### src/sv/hcmg_pkg.sv
// ----------------------------------------------------------------------------
// hcmg_pkg
// Shared types, constants and lookup tables of the Hilbert curve move
// generator: curve patterns, move directions and controller/datapath links.
// ----------------------------------------------------------------------------
`default_nettype none

package hcmg_pkg;

	localparam int MaxOrder  = 16;
	localparam int OrderW    = 5;
	localparam int DepthW    = 5;
	localparam int IdxW      = 4;
	localparam int SideW     = 32;
	localparam int MoveW     = 33;
	localparam int InDataW   = 8;
	localparam int OutDataW  = 72;
	localparam int OutUserW  = 2;
	localparam int CfgIdxW   = 1;

	localparam logic [SideW-1:0] SideReset = 32'h0001_0000;

	// Configuration register indexes.
	localparam logic [CfgIdxW-1:0] REG_CURVE_ORDER = 1'b0;
	localparam logic [CfgIdxW-1:0] REG_SIDE_LENGTH = 1'b1;

	// Bit positions inside the result tuser.
	localparam int UserRelBit  = 0;
	localparam int UserPastBit = 1;

	typedef enum logic [1:0] {
		PAT_A = 2'd0,
		PAT_B = 2'd1,
		PAT_C = 2'd2,
		PAT_D = 2'd3
	} pattern_t;

	typedef enum logic [1:0] {
		DIR_UP    = 2'd0,
		DIR_RIGHT = 2'd1,
		DIR_DOWN  = 2'd2,
		DIR_LEFT  = 2'd3
	} dir_t;

	typedef enum logic [2:0] {
		DP_NOP     = 3'd0,
		DP_START   = 3'd1,
		DP_POP     = 3'd2,
		DP_PASTEND = 3'd3,
		DP_MOVE    = 3'd4,
		DP_PUSH    = 3'd5
	} dp_op_t;

	typedef struct packed {
		dp_op_t op;
		logic   load_out;
	} dp_cmd_t;

	typedef struct packed {
		logic ord_zero;
		logic pop_top;
		logic move_ok;
		logic last_move;
		logic push_ok;
		logic out_free;
	} dp_sts_t;

	// Pattern of the sub-square entered after a given number of moves.
	function automatic pattern_t child_pattern(input pattern_t p, input logic [1:0] k);
		logic [7:0] row;
		unique case (p)
			PAT_A: row = {PAT_C, PAT_A, PAT_A, PAT_B};
			PAT_B: row = {PAT_D, PAT_B, PAT_B, PAT_A};
			PAT_C: row = {PAT_A, PAT_C, PAT_C, PAT_D};
			PAT_D: row = {PAT_B, PAT_D, PAT_D, PAT_C};
			default: row = '0;
		endcase
		return pattern_t'(row[{k, 1'b0} +: 2]);
	endfunction

	// Direction of the k-th connecting move of a pattern; a full phase
	// repeats the last move.
	function automatic dir_t move_direction(input pattern_t p, input logic [1:0] k);
		logic [5:0] row;
		logic [1:0] kk;
		kk = (k == 2'd3) ? 2'd2 : k;
		unique case (p)
			PAT_A: row = {DIR_DOWN, DIR_RIGHT, DIR_UP};
			PAT_B: row = {DIR_LEFT, DIR_UP, DIR_RIGHT};
			PAT_C: row = {DIR_RIGHT, DIR_DOWN, DIR_LEFT};
			PAT_D: row = {DIR_UP, DIR_LEFT, DIR_DOWN};
			default: row = '0;
		endcase
		return dir_t'(row[{kk, 1'b0} +: 2]);
	endfunction

endpackage

`default_nettype wire

### src/sv/hcmg_ctrl.sv
// ----------------------------------------------------------------------------
// hcmg_ctrl
// Controller of the move generator: takes one request at a time and steps
// the datapath through a restart, stack pops, the move itself or a past-end
// beat, stack pushes and the hand-off to the output register.
// ----------------------------------------------------------------------------
`default_nettype none

module hcmg_ctrl (
	input  wire logic              clk,
	input  wire logic              arst_n,
	input  wire logic              req_valid,
	input  wire logic              req_restart,
	output logic                   req_ready,
	input  wire hcmg_pkg::dp_sts_t sts,
	output hcmg_pkg::dp_cmd_t      cmd
);
	import hcmg_pkg::*;

	typedef enum logic [3:0] {
		ST_IDLE = 4'b0001,
		ST_POP  = 4'b0010,
		ST_PUSH = 4'b0100,
		ST_EMIT = 4'b1000
	} state_t;

	state_t state_q, state_d;

	assign req_ready = (state_q == ST_IDLE);

	always_comb begin
		state_d      = state_q;
		cmd.op       = DP_NOP;
		cmd.load_out = 1'b0;
		unique case (state_q)
			ST_IDLE: begin
				if (req_valid) begin
					if (req_restart) begin
						cmd.op  = DP_START;
						state_d = sts.ord_zero ? ST_EMIT : ST_PUSH;
					end else begin
						state_d = ST_POP;
					end
				end
			end
			ST_POP: begin
				// Finished levels are dropped one per cycle before the move.
				priority if (sts.pop_top) begin
					cmd.op = DP_POP;
				end else if (!sts.move_ok) begin
					cmd.op  = DP_PASTEND;
					state_d = ST_EMIT;
				end else begin
					cmd.op  = DP_MOVE;
					state_d = sts.last_move ? ST_EMIT : ST_PUSH;
				end
			end
			ST_PUSH: begin
				if (sts.push_ok) begin
					cmd.op = DP_PUSH;
				end else begin
					state_d = ST_EMIT;
				end
			end
			ST_EMIT: begin
				if (sts.out_free) begin
					cmd.load_out = 1'b1;
					state_d      = ST_IDLE;
				end
			end
			default: state_d = ST_IDLE;
		endcase
	end

	always_ff @(posedge clk or negedge arst_n) begin
		if (!arst_n) begin
			state_q <= ST_IDLE;
		end else begin
			state_q <= state_d;
		end
	end

endmodule

`default_nettype wire

### src/sv/hcmg_dp.sv
// ----------------------------------------------------------------------------
// hcmg_dp
// Datapath of the move generator: configuration registers, the pattern and
// phase stack, cell length, the staged result and the output register.
// ----------------------------------------------------------------------------
`default_nettype none

module hcmg_dp (
	input  wire logic                               clk,
	input  wire logic                               arst_n,
	input  wire logic                               cfg_we,
	input  wire logic [hcmg_pkg::CfgIdxW-1:0]       cfg_index,
	input  wire logic [hcmg_pkg::SideW-1:0]         cfg_data,
	input  wire hcmg_pkg::dp_cmd_t                  cmd,
	output hcmg_pkg::dp_sts_t                       sts,
	input  wire logic                               out_ready,
	output logic                                    out_valid,
	output logic signed [hcmg_pkg::MoveW-1:0]       out_x,
	output logic signed [hcmg_pkg::MoveW-1:0]       out_y,
	output logic                                    out_rel,
	output logic                                    out_last,
	output logic                                    out_past
);
	import hcmg_pkg::*;

	logic [OrderW-1:0] curve_order_q;
	logic [SideW-1:0]  side_length_q;

	pattern_t          pat_q [MaxOrder];
	logic [1:0]        ph_q  [MaxOrder];
	logic [DepthW-1:0] depth_q;
	logic              done_q;

	logic [MoveW-1:0]  res_x_q, res_y_q;
	logic              res_rel_q, res_last_q, res_past_q;
	logic              out_valid_q;

	logic [OrderW-1:0] ord;
	logic [SideW-1:0]  cell_len;
	logic [MoveW-1:0]  cell_pos, cell_neg;
	logic [IdxW-1:0]   top;
	logic [IdxW-1:0]   wr_idx;
	pattern_t          top_pat;
	logic [1:0]        top_ph;
	logic              depth_nz;
	dir_t              dir;

	assign ord      = (curve_order_q > OrderW'(MaxOrder)) ? OrderW'(MaxOrder) : curve_order_q;
	assign cell_len = side_length_q >> ord;
	assign cell_pos = {1'b0, cell_len};
	assign cell_neg = MoveW'(0) - cell_pos;
	assign top      = IdxW'(depth_q - DepthW'(1));
	assign wr_idx   = depth_q[IdxW-1:0];
	assign top_pat  = pat_q[top];
	assign top_ph   = ph_q[top];
	assign depth_nz = (depth_q != '0);
	assign dir      = move_direction(top_pat, top_ph);

	assign sts.ord_zero  = (ord == '0);
	assign sts.pop_top   = !done_q && depth_nz && (top_ph == 2'd3);
	assign sts.move_ok   = !done_q && depth_nz;
	assign sts.last_move = (depth_q == DepthW'(1)) && (top_ph == 2'd2);
	assign sts.push_ok   = depth_nz && (depth_q < DepthW'(ord)) && (depth_q < DepthW'(MaxOrder));
	assign sts.out_free  = !out_valid_q || out_ready;

	always_ff @(posedge clk or negedge arst_n) begin
		if (!arst_n) begin
			curve_order_q <= '0;
			side_length_q <= SideReset;
		end else if (cfg_we) begin
			unique case (cfg_index)
				REG_CURVE_ORDER: curve_order_q <= cfg_data[OrderW-1:0];
				REG_SIDE_LENGTH: side_length_q <= cfg_data;
				default: ;
			endcase
		end
	end

	always_ff @(posedge clk or negedge arst_n) begin
		if (!arst_n) begin
			for (int i = 0; i < MaxOrder; i++) begin
				pat_q[i] <= PAT_A;
				ph_q[i]  <= 2'd0;
			end
			depth_q <= '0;
			done_q  <= 1'b1;
		end else begin
			unique case (cmd.op)
				DP_START: begin
					if (sts.ord_zero) begin
						depth_q <= '0;
						done_q  <= 1'b1;
					end else begin
						pat_q[0] <= PAT_A;
						ph_q[0]  <= 2'd0;
						depth_q  <= DepthW'(1);
						done_q   <= 1'b0;
					end
				end
				DP_POP:     depth_q <= depth_q - DepthW'(1);
				DP_PASTEND: done_q <= 1'b1;
				DP_MOVE: begin
					ph_q[top] <= top_ph + 2'd1;
					if (sts.last_move) begin
						done_q <= 1'b1;
					end
				end
				DP_PUSH: begin
					pat_q[wr_idx] <= child_pattern(top_pat, top_ph);
					ph_q[wr_idx]  <= 2'd0;
					depth_q       <= depth_q + DepthW'(1);
				end
				default: ;
			endcase
		end
	end

	// Result staged while the previous beat may still wait at the output.
	always_ff @(posedge clk) begin
		unique case (cmd.op)
			DP_START: begin
				res_x_q    <= MoveW'(cell_len >> 1);
				res_y_q    <= MoveW'(cell_len >> 1);
				res_rel_q  <= 1'b0;
				res_last_q <= sts.ord_zero;
				res_past_q <= 1'b0;
			end
			DP_PASTEND: begin
				res_x_q    <= '0;
				res_y_q    <= '0;
				res_rel_q  <= 1'b1;
				res_last_q <= 1'b0;
				res_past_q <= 1'b1;
			end
			DP_MOVE: begin
				res_x_q    <= (dir == DIR_RIGHT) ? cell_pos : (dir == DIR_LEFT) ? cell_neg : '0;
				res_y_q    <= (dir == DIR_UP) ? cell_pos : (dir == DIR_DOWN) ? cell_neg : '0;
				res_rel_q  <= 1'b1;
				res_last_q <= sts.last_move;
				res_past_q <= 1'b0;
			end
			default: ;
		endcase
	end

	always_ff @(posedge clk or negedge arst_n) begin
		if (!arst_n) begin
			out_valid_q <= 1'b0;
		end else if (cmd.load_out) begin
			out_valid_q <= 1'b1;
		end else if (out_ready) begin
			out_valid_q <= 1'b0;
		end
	end

	always_ff @(posedge clk) begin
		if (cmd.load_out) begin
			out_x    <= res_x_q;
			out_y    <= res_y_q;
			out_rel  <= res_rel_q;
			out_last <= res_last_q;
			out_past <= res_past_q;
		end
	end

	assign out_valid = out_valid_q;

endmodule

`default_nettype wire

### src/sv/hilbert_curve_move_generator_top.sv
// ----------------------------------------------------------------------------
// hilbert_curve_move_generator_top
// Hilbert curve vertex generator: start vertex on restart, then one scaled
// unit move per request, with last and past-end flags.
// ----------------------------------------------------------------------------
// The block takes one request at a time. A restart beat fills the level
// stack down to the curve order before it returns the start vertex. A move
// beat drops finished levels, makes the move and enters new levels; the last
// move and a past-end beat enter no new levels. Levels are dropped and
// entered one per cycle through the single pattern/phase stack port. The
// result sits in an output register and the next request is taken while
// it waits there. Write the configuration only while no request is in
// flight.
`default_nettype none

module hilbert_curve_move_generator_top (
	input  wire logic                                clk,
	input  wire logic                                arst_n,
	// Configuration write channel.
	input  wire logic                                cfg_valid,
	output logic                                     cfg_ready,
	input  wire logic [hcmg_pkg::CfgIdxW-1:0]        cfg_index,
	input  wire logic [hcmg_pkg::SideW-1:0]          cfg_data,
	// Request stream.
	input  wire logic                                s_tvalid,
	output logic                                     s_tready,
	input  wire logic [hcmg_pkg::InDataW-1:0]        s_tdata,  // [0] restart, rest zero
	// Result stream.
	output logic                                     m_tvalid,
	input  wire logic                                m_tready,
	output logic [hcmg_pkg::OutDataW-1:0]            m_tdata,  // [32:0] move_x, [65:33] move_y
	output logic [hcmg_pkg::OutUserW-1:0]            m_tuser,  // [0] is_relative, [1] past_end
	output logic                                     m_tlast   // is_last
);
	import hcmg_pkg::*;

	dp_cmd_t                 cmd;
	dp_sts_t                 sts;
	logic signed [MoveW-1:0] out_x, out_y;
	logic                    out_rel, out_last, out_past;

	assign cfg_ready = 1'b1;

	hcmg_ctrl u_ctrl (
		.clk         (clk),
		.arst_n      (arst_n),
		.req_valid   (s_tvalid),
		.req_restart (s_tdata[0]),
		.req_ready   (s_tready),
		.sts         (sts),
		.cmd         (cmd)
	);

	hcmg_dp u_dp (
		.clk       (clk),
		.arst_n    (arst_n),
		.cfg_we    (cfg_valid && cfg_ready),
		.cfg_index (cfg_index),
		.cfg_data  (cfg_data),
		.cmd       (cmd),
		.sts       (sts),
		.out_ready (m_tready),
		.out_valid (m_tvalid),
		.out_x     (out_x),
		.out_y     (out_y),
		.out_rel   (out_rel),
		.out_last  (out_last),
		.out_past  (out_past)
	);

	assign m_tdata = {{(OutDataW - 2 * MoveW){1'b0}}, out_y, out_x};
	assign m_tuser = {out_past, out_rel};
	assign m_tlast = out_last;

	// One request in flight at a time.
	a_one_in_flight: assert property (@(posedge clk) disable iff (!arst_n)
		s_tvalid && s_tready |=> !s_tready)
		else $error("request taken while another is in flight");

	// A pending result beat is never overwritten.
	a_no_overwrite: assert property (@(posedge clk) disable iff (!arst_n)
		cmd.load_out |-> sts.out_free)
		else $error("output register loaded while still full");

	// Stack only grows within the configured order.
	a_push_bound: assert property (@(posedge clk) disable iff (!arst_n)
		cmd.op == DP_PUSH |-> sts.push_ok)
		else $error("stack push beyond the curve order");

	// A past-end beat carries a zero move and is never the last vertex.
	a_past_end_zero: assert property (@(posedge clk) disable iff (!arst_n)
		m_tvalid && m_tuser[UserPastBit] |-> !m_tlast && (m_tdata == '0))
		else $error("past-end beat with a move or last flag");

endmodule

`default_nettype wire

### config.mk
export PLATFORM = sky130hd
export DESIGN_NAME = hilbert_curve_move_generator_top
export DESIGN_NICKNAME = d
export VERILOG_FILES = /design/src/sv/hcmg_pkg.sv /design/src/sv/hcmg_ctrl.sv /design/src/sv/hcmg_dp.sv /design/src/sv/hilbert_curve_move_generator_top.sv
export SDC_FILE = /design/constraint.sdc
export NUM_CORES = 1
export LEC_CHECK = 0
export ABC_AREA = 1
export BUFFER_PORTS_ARGS = -buffer_cell sky130_fd_sc_hd__buf_2
export CAP_MARGIN = 20
export CORE_MARGIN = 4
export CORE_UTILIZATION = 50
export DETAILED_ROUTE_END_ITERATION = 10
export PLACE_DENSITY_LB_ADDON = 0.3
export SYNTH_ARGS = -nofsm -noshare
export SYNTH_HDL_FRONTEND = slang
export SYNTH_SLANG_ARGS = --single-unit
### constraint.sdc
create_clock -name clk -period 5.12 [get_ports clk]
set_input_delay 0.512 -clock clk [delete_from_list [all_inputs] [get_ports clk]]
set_output_delay 0.512 -clock clk [all_outputs]
set_load 0.01 [all_outputs]
## After elaboration in Yosys (flattened, before gate mapping)

Cells that the tools add are included.

- Flip-flop bits (word level): 250
- Output and inout bits: 78
- Bits of input ports: 46
- Logic and storage cells: 175

- Muxes and demuxes: 54
- Order comparisons: 7
- Bitwise gates (word level): 5
- Add/sub/neg operators: 4
- Shifts and indexed selects: 3
- Reduce and logical (&&, ||, !) cells: 30
- Equal/unequal tests: 24

Operators by type and width:

| cell | number |
|---|---|
| one-hot mux 33 bit (3 select lines) | 2 |
| 2-to-1 mux 33 bit | 4 |
| bitwise mux 32 bit | 2 |
| one-hot mux 30 bit (2 select lines) | 1 |
| subtractor 1 x 32 -> 33 bit, first input constant | 1 |
| AND 32 bit | 1 |
| 2-to-1 mux 4 bit | 8 |
| NOT 32 bit | 1 |
| one-hot mux 8 bit (4 select lines) | 1 |
| >> shifter 32 x 5 -> 32 bit | 1 |
| one-hot mux 6 bit (4 select lines) | 1 |
| binary-select mux 2 bit (select 4 bit) | 2 |
| demux 2 bit (select 4 bit) | 2 |
| 2-to-1 mux 2 bit | 8 |
| one-hot mux 4 bit (4 select lines) | 1 |
| one-hot mux 5 bit (3 select lines) | 1 |
| == test 2 bit, second input constant | 6 |
| 2-to-1 mux 3 bit | 4 |
| != test 2 bit, second input constant | 6 |
| greater-or-equal comparator 5 bit, second input constant | 2 |
| < comparator 5 x 1 -> 1 bit, second input constant | 2 |
| NOT 4 -> 5 bit | 2 |
| AND reduction 2 bit | 5 |
| nonzero test 2 bit | 5 |
| 35 further kinds | 58 |

## Longest topological paths before layout

- Depth in word-level cells: 14
- Depth in mapped cells: 28
- Mapped depth without buffers: 23

## Cells and area by module

Synthesis repeated with hierarchy kept, for this count alone.

- Cells, all modules: 1,762
- Area, all modules: 13,982.2 um^2

Modules (own cells, without submodules):

| module | cells an instance | instances | area each (um^2) | sequential area each (um^2) |
|---|---|---|---|---|
| hcmg_dp | 1,695 | 1 | 13,556.8 | 6,849.1 |
| hcmg_ctrl | 56 | 1 | 350.3 | 101.3 |
| hilbert_curve_move_generator_top | 11 | 1 | 75.1 | 0.0 |

## Worst setup path after synthesis

OpenSTA, ideal clock, no wires.

- Path type: register to register
- Start: reg u_dp.depth_q[0]
- End: reg u_dp.res_last_q, enable pin
- Stages on the path, launching flop included: 19
- Arrival: 5,133 ps
- Data required time: 4,693 ps
- Path slack: -440 ps
- Library setup time: 427 ps
- Path buffers: 5
- Period minus slack after synthesis: 5,560 ps
- Cell sequence: dfrtp_1 > inv_1 > buf_2 > buf_1 > clkbuf_1 > ha_1 > inv_1 > clkbuf_1 > a21oi_1 > o21ai_0 > nand2_1 > a22o_1 > a221oi_2 > inv_1 > ha_1 > nor3_1 > nor2_1 > clkbuf_1 > nand2_1

- Cells in the longest elaborated chain, start to end: 11
- Elaborated cells between the ends (all ways): 21
- Those cells by class: 1 x add/sub; 2 x order compare; 4 x eq/ne; 7 x mux; 1 x bitwise; 6 x reduce/logical

Ends and longest elaborated chain:

| what | RTL line | RTL |
|---|---|---|
| from (decl) | hcmg_dp.sv:31 | `logic [DepthW-1:0] depth_q;` |
| from (signal assigned) | hcmg_dp.sv:96 | `depth_q <= DepthW'(1);` |
| from (signal assigned) | hcmg_dp.sv:100 | `DP_POP: depth_q <= depth_q - DepthW'(1);` |
| from (signal assigned) | hcmg_dp.sv:111 | `depth_q <= depth_q + DepthW'(1);` |
| subtractor 5 x 1 -> 5 bit | hcmg_dp.sv:52 | `assign top = IdxW'(depth_q - DepthW'(1));` |
| NOT 4 -> 5 bit (implied by the code) | hcmg_dp.sv:55 | `assign top_ph = ph_q[top];` |
| binary-select mux 2 bit (select 4 bit) | hcmg_dp.sv:55 |  |
| 2-to-1 mux 2 bit (implied by the code) (2 in series) | hcmg_dp.sv:55 |  |
| == test 2 bit | hcmg_dp.sv:60 | `assign sts.pop_top = !done_q && depth_nz && (top_ph == 2'd3);` |
| logical AND 1 bit | hcmg_dp.sv:60 |  |
| 2-to-1 mux 3 bit | hcmg_ctrl.sv:48 | `priority if (sts.pop_top) begin` |
| one-hot mux 3 bit (3 select lines) (*) | hcmg_ctrl.sv:35 | `unique case (state_q)` |
| == test 3 x 1 -> 1 bit, or another cell as far along | hcmg_dp.sv:120 | `unique case (cmd.op)` |
| nonzero test 3 bit (no line) (*) | -- |  |
| to (signal assigned) | hcmg_dp.sv:125 | `res_last_q <= sts.ord_zero;` |
| to (signal assigned) | hcmg_dp.sv:139 | `res_last_q <= sts.last_move;` |
| to (decl) | hcmg_dp.sv:35 | `logic res_rel_q, res_last_q, res_past_q;` |

Every way passes the cells marked *; elsewhere a longest branch is shown, timed or not. The select of a mux whose other input is x is not followed.
A chain may end at the register's enable or synchronous reset.

## Final worst setup path

- Start: reg u_dp.depth_q[1]
- End: reg u_dp.res_x_q[6], data pin

- Cells in the longest elaborated chain, start to end: 12
- Elaborated cells between the ends (all ways): 35
- Those cells by class: 1 x add/sub; 2 x order compare; 9 x eq/ne; 1 x shift; 15 x mux; 1 x bitwise; 6 x reduce/logical

Ends and longest elaborated chain:

| what | RTL line | RTL |
|---|---|---|
| subtractor 5 x 1 -> 5 bit | hcmg_dp.sv:52 |  |
| NOT 4 -> 5 bit (implied by the code) | hcmg_dp.sv:54, hcmg_dp.sv:55 |  |
| binary-select mux 2 bit (select 4 bit), on equally long branches | hcmg_dp.sv:54, hcmg_dp.sv:55 |  |
| 2-to-1 mux 2 bit, on equally long branches (2 in series) | hcmg_dp.sv:54, hcmg_dp.sv:55 |  |
| == test 2 bit, or another cell as far along | hcmg_pkg.sv:87 | `unique case (p)` |
| one-hot mux 6 bit (4 select lines) / 2-to-1 mux 2 bit (equally long branches) | hcmg_pkg.sv:87, hcmg_pkg.sv:86 |  |
| variable part select 6 x 4 -> 2 bit | hcmg_pkg.sv:94 | `return dir_t'(row[{kk, 1'b0} +: 2]);` |
| == test 2 bit | hcmg_dp.sv:136 | `res_x_q <= (dir == DIR_RIGHT) ? cell_pos : (dir == DIR_LEFT) ? cell_neg : '0;` |
| 2-to-1 mux 33 bit (2 in series) | hcmg_dp.sv:136 |  |
| one-hot mux 33 bit (3 select lines) (*) | hcmg_dp.sv:120 |  |
| to (signal assigned) | hcmg_dp.sv:122 | `res_x_q <= MoveW'(cell_len >> 1);` |
| to (signal assigned) | hcmg_dp.sv:136 |  |
| to (decl) | hcmg_dp.sv:34 | `logic [MoveW-1:0] res_x_q, res_y_q;` |

Marked as above.

==> results.py <==
metrics = {
    "status": {
        "status": "finished clean",
    },
    "cts": {
        "h-tree-depth": 1,
        "path_clk_slew_ns": 0.07,
        "clk_latency_ns": 0.55,
        "clock_sinks": 250,
        "ctsLongestPathBuffers": 3,
        "cts-hold-fix-buffers": 0,
        "ctsResizeCount": 0,
        "cts_tree": "built",
        "root_buffer": "clkbuf_16",
        "postCtsSetupBuffers": 0,
        "cts_buffers": 27,
    },
    "route": {
        "avgViaCountPerCell": 5.50,
        "vias": 12100,
        "initialDrtViolationCount": 1347,
        "dr.pass1.iters": 7,
        "wl_per_cell_microns": 16.0,
        "antenna_left": 0,
        "drc": 0,
        "drt_wl_total_microns": 35300,
    },
    "floorplan": {
        "die_area_sq_mm": 0.0308,
        "coreArea_sq_mm": 0.0277,
        "fp.dieH_microns": 175,
        "num_rows": 61,
        "ios": 124,
        "die_x_microns": 175,
        "start_util_pct": 50.6,
    },
    "sta": {
        "final_hold_viol_count": 0,
        "fin_setup_tns_ns": 0,
        "hold-worst-slack_ns": 0.0911,
        "fmax_ghz": 0.211,
        "worstMarginPinSlew_ns": 0.992,
        "finalCritPeriodShare_pct": 92.5,
        "skew_ns": 0.0187,
        "setup_violations": 0,
        "rsz0062_at_grt": "no",
        "max_slew_margin_pct": 33.6,
        "period_needed_ns": 4.74,
        "maxSlewViolCount": 0,
        "setup_ws_ns": 0.382,
    },
    "grt": {
        "grt_max_degree": 74,
        "grt_pass1_vias": 11100,
        "grt.overflow.total": 0,
        "antenna_found_initial": 0,
        "track_usage_pct": 22.5,
        "grt_pass1_wl_microns": 57100,
    },
    "synth": {
        "synth_flop_cell": "edfxtp_1",
        "avgSynthCellArea_sq_um": 8.12,
        "ys_ff_latch": 250,
        "ys_warn_count": 0,
        "synth-edff-count": 138,
        "async_flop_share_pct": 44.8,
        "synthCells": 1725,
        "netlist_area_sq_mm": 0.0140,
        "ys_types": 54,
        "ys_seq_area_share_pct": 49.6,
    },
    "hold_path": {
        "hold_class": "primary input to asynchronous set/reset pin",
    },
    "setup_path": {
        "startpoint": "u_dp.depth_q[1]",
        "cp_slowest_cell": "nand2_1",
        "crit_path_frequent_cell": "inv_1",
        "max_stage_delay_ns": 0.74,
        "rrSetupSlack_ns": 0.38,
        "start_kind": "flop",
        "cp.depth": 17,
        "cp.buffers_inverters": 6,
        "critical_path.max_fanout": 27,
        "r2r_start": "u_dp.depth_q[1]",
        "crit_chain": "inv_1 -> ha_1 -> inv_1 -> buf_4 -> a21oi_1 -> a32o_1 -> a22oi_1 -> nand3_1 -> inv_1 -> ha_1 -> inv_1 -> nand4_1 -> o21ai_1 -> nand2_1 -> inv_1 -> o211ai_1 -> nand2_1",
        "critPathRequiredTime_ns": 5.53,
        "cp-end-kind": "flop",
        "r2r_cells": 17,
        "path_delay_family": "buffers and inverters",
        "path_class": "flop to flop",
        "arrival_ns": 5.14,
    },
    "place": {
        "place_hpwl_microns": 25300,
        "dpl-instance-area_sq_mm": 0.0148,
        "dp_slack_ns": 0.519,
        "portBuffers": 109,
        "dp_cells": 2157,
        "gp_congestion": 0.936,
    },
    "cells_and_area": {
        "fillCellCount": 2550,
        "n_antenna_cell": 0,
        "drive_gt1_share_pct": 14.2,
        "final_cells": 2205,
        "multiInputGateArea_sq_mm": 0.00608,
        "layout_commonest_cell": "nand2_1",
        "design_area_sq_mm": 0.0157,
        "final_util_pct": 56.7,
        "final_cell_mix": "nand2_1, nand3_1, inv_1",
        "nets": 1871,
        "regArea_sq_mm": 0.00695,
        "syn_to_final_growth_pct": 12.2,
    },
    "power": {
        "power_mw": 10.6,
        "p_per_area_mw_per_mm2": 672,
        "ir_drop_v": 0.00115,
        "leakage_nw": 7.17,
    },
    "flow_run": {
        "maxCapViolations": 0,
    },
}
-- power by group --
group          total (mW)  switching (mW)  internal [mW]
combinational        5.64            4.30           1.35
sequential           2.92           0.179           2.74
clock                2.00           0.811           1.19
-- cells in the mapped netlist, types with 4 or more instances --
cell type,n,area (sq um)
nand2_1,488,1830
nand3_1,292,1460
inv_1,143,537
edfxtp_1,138,4140
dfrtp_1,109,2730
nor2_1,105,394
a21oi_1,92,460
o21ai_0,91,455
clkbuf_1,28,105
buf_2,23,115
ha_1,17,213
o22ai_1,15,93.8
buf_4,14,105
inv_2,14,52.6
nand2_2,13,81.3
nor2_2,13,81.3
o211ai_1,12,90.1
nor2_4,11,124
buf_1,9,33.8
nor3_1,9,45.0
nand4_1,8,50.1
nand3_2,7,70.1
o21ai_1,6,30.0
xor2_1,6,52.6
a32o_1,5,50.1
buf_6,5,56.3
mux2_2,5,56.3
a22oi_1,4,30.0
a31o_2,4,35.0
-- worst register-to-register path, cell delays in order (launching register included) --
cell and delay, ns:
dfrtp_1 0.49, inv_1 0.15, ha_1 0.41, inv_1 0.26, buf_4 0.27, a21oi_1 0.06, a32o_1 0.25, a22oi_1 0.14
nand3_1 0.22, inv_1 0.15, ha_1 0.23, inv_1 0.09, nand4_1 0.09, o21ai_1 0.35, nand2_1 0.74, inv_1 0.43
o211ai_1 0.17, nand2_1 0.09
-- path summary, 6_finish.rpt --
| path | end |
|---|---|
| max in group asynchronous | u_dp.side_length_q[16] |
| min reg2reg | u_dp.out_x[16] |
| max | u_dp.res_x_q[6] |
| min | u_dp.pat_q[31] |
| max reg2reg | u_dp.res_x_q[6] |
| min in group clk | u_ctrl.state_q[0] |
-- cell type report --
| class | count | area share (%) |
|---|---|---|
| Sequential cell | 250 | 44.2 |
| Clock buffer | 30 | 4.43 |
| Timing Repair Buffer | 128 | 4.47 |
| Inverter | 158 | 3.77 |
| Tap cell | 378 | 3.01 |
| Clock inverter | 18 | 1.42 |
| Multi-Input combinational cell | 1243 | 38.7 |
-- registers in the layout (all words and copies together) (netlist names) --
register,flops
u_dp.out_past,1
u_dp.out_y,33
u_dp.out_rel,1
u_dp.res_x_q,33
u_dp.side_length_q,32
u_dp.curve_order_q,5
u_ctrl.state_q,4
u_dp.res_y_q,33
u_dp.pat_q,32
u_dp.res_rel_q,1
u_dp.done_q,1
u_dp.res_last_q,1
u_dp.res_past_q,1
u_dp.out_valid,1
u_dp.ph_q,32
u_dp.out_last,1
u_dp.depth_q,5
u_dp.out_x,33
-- kinds of logic after synthesis --
family,after synthesis,synth area share [%]
xor gates and xnor gates,7,0.438
adders and majority gates,17,1.52
buffers and inverters,237,7.20
other,2,0.0536
DFF,250,49.6
and+or+nand+nor,962,30.9
muxes,5,0.402
AOI/OAI and AO/OA,245,9.85
-- routing by layer --
layer  GRT usage [%]  share of wire, %  vias up
met5               0                 0        -
met4            6.87               2.9        0
met3            3.57               7.5       75
met2            35.1                45      484
met1            32.7                45     5607
li1                -                 -     5966
No activity file was read; power rests on OpenSTA's default activity.
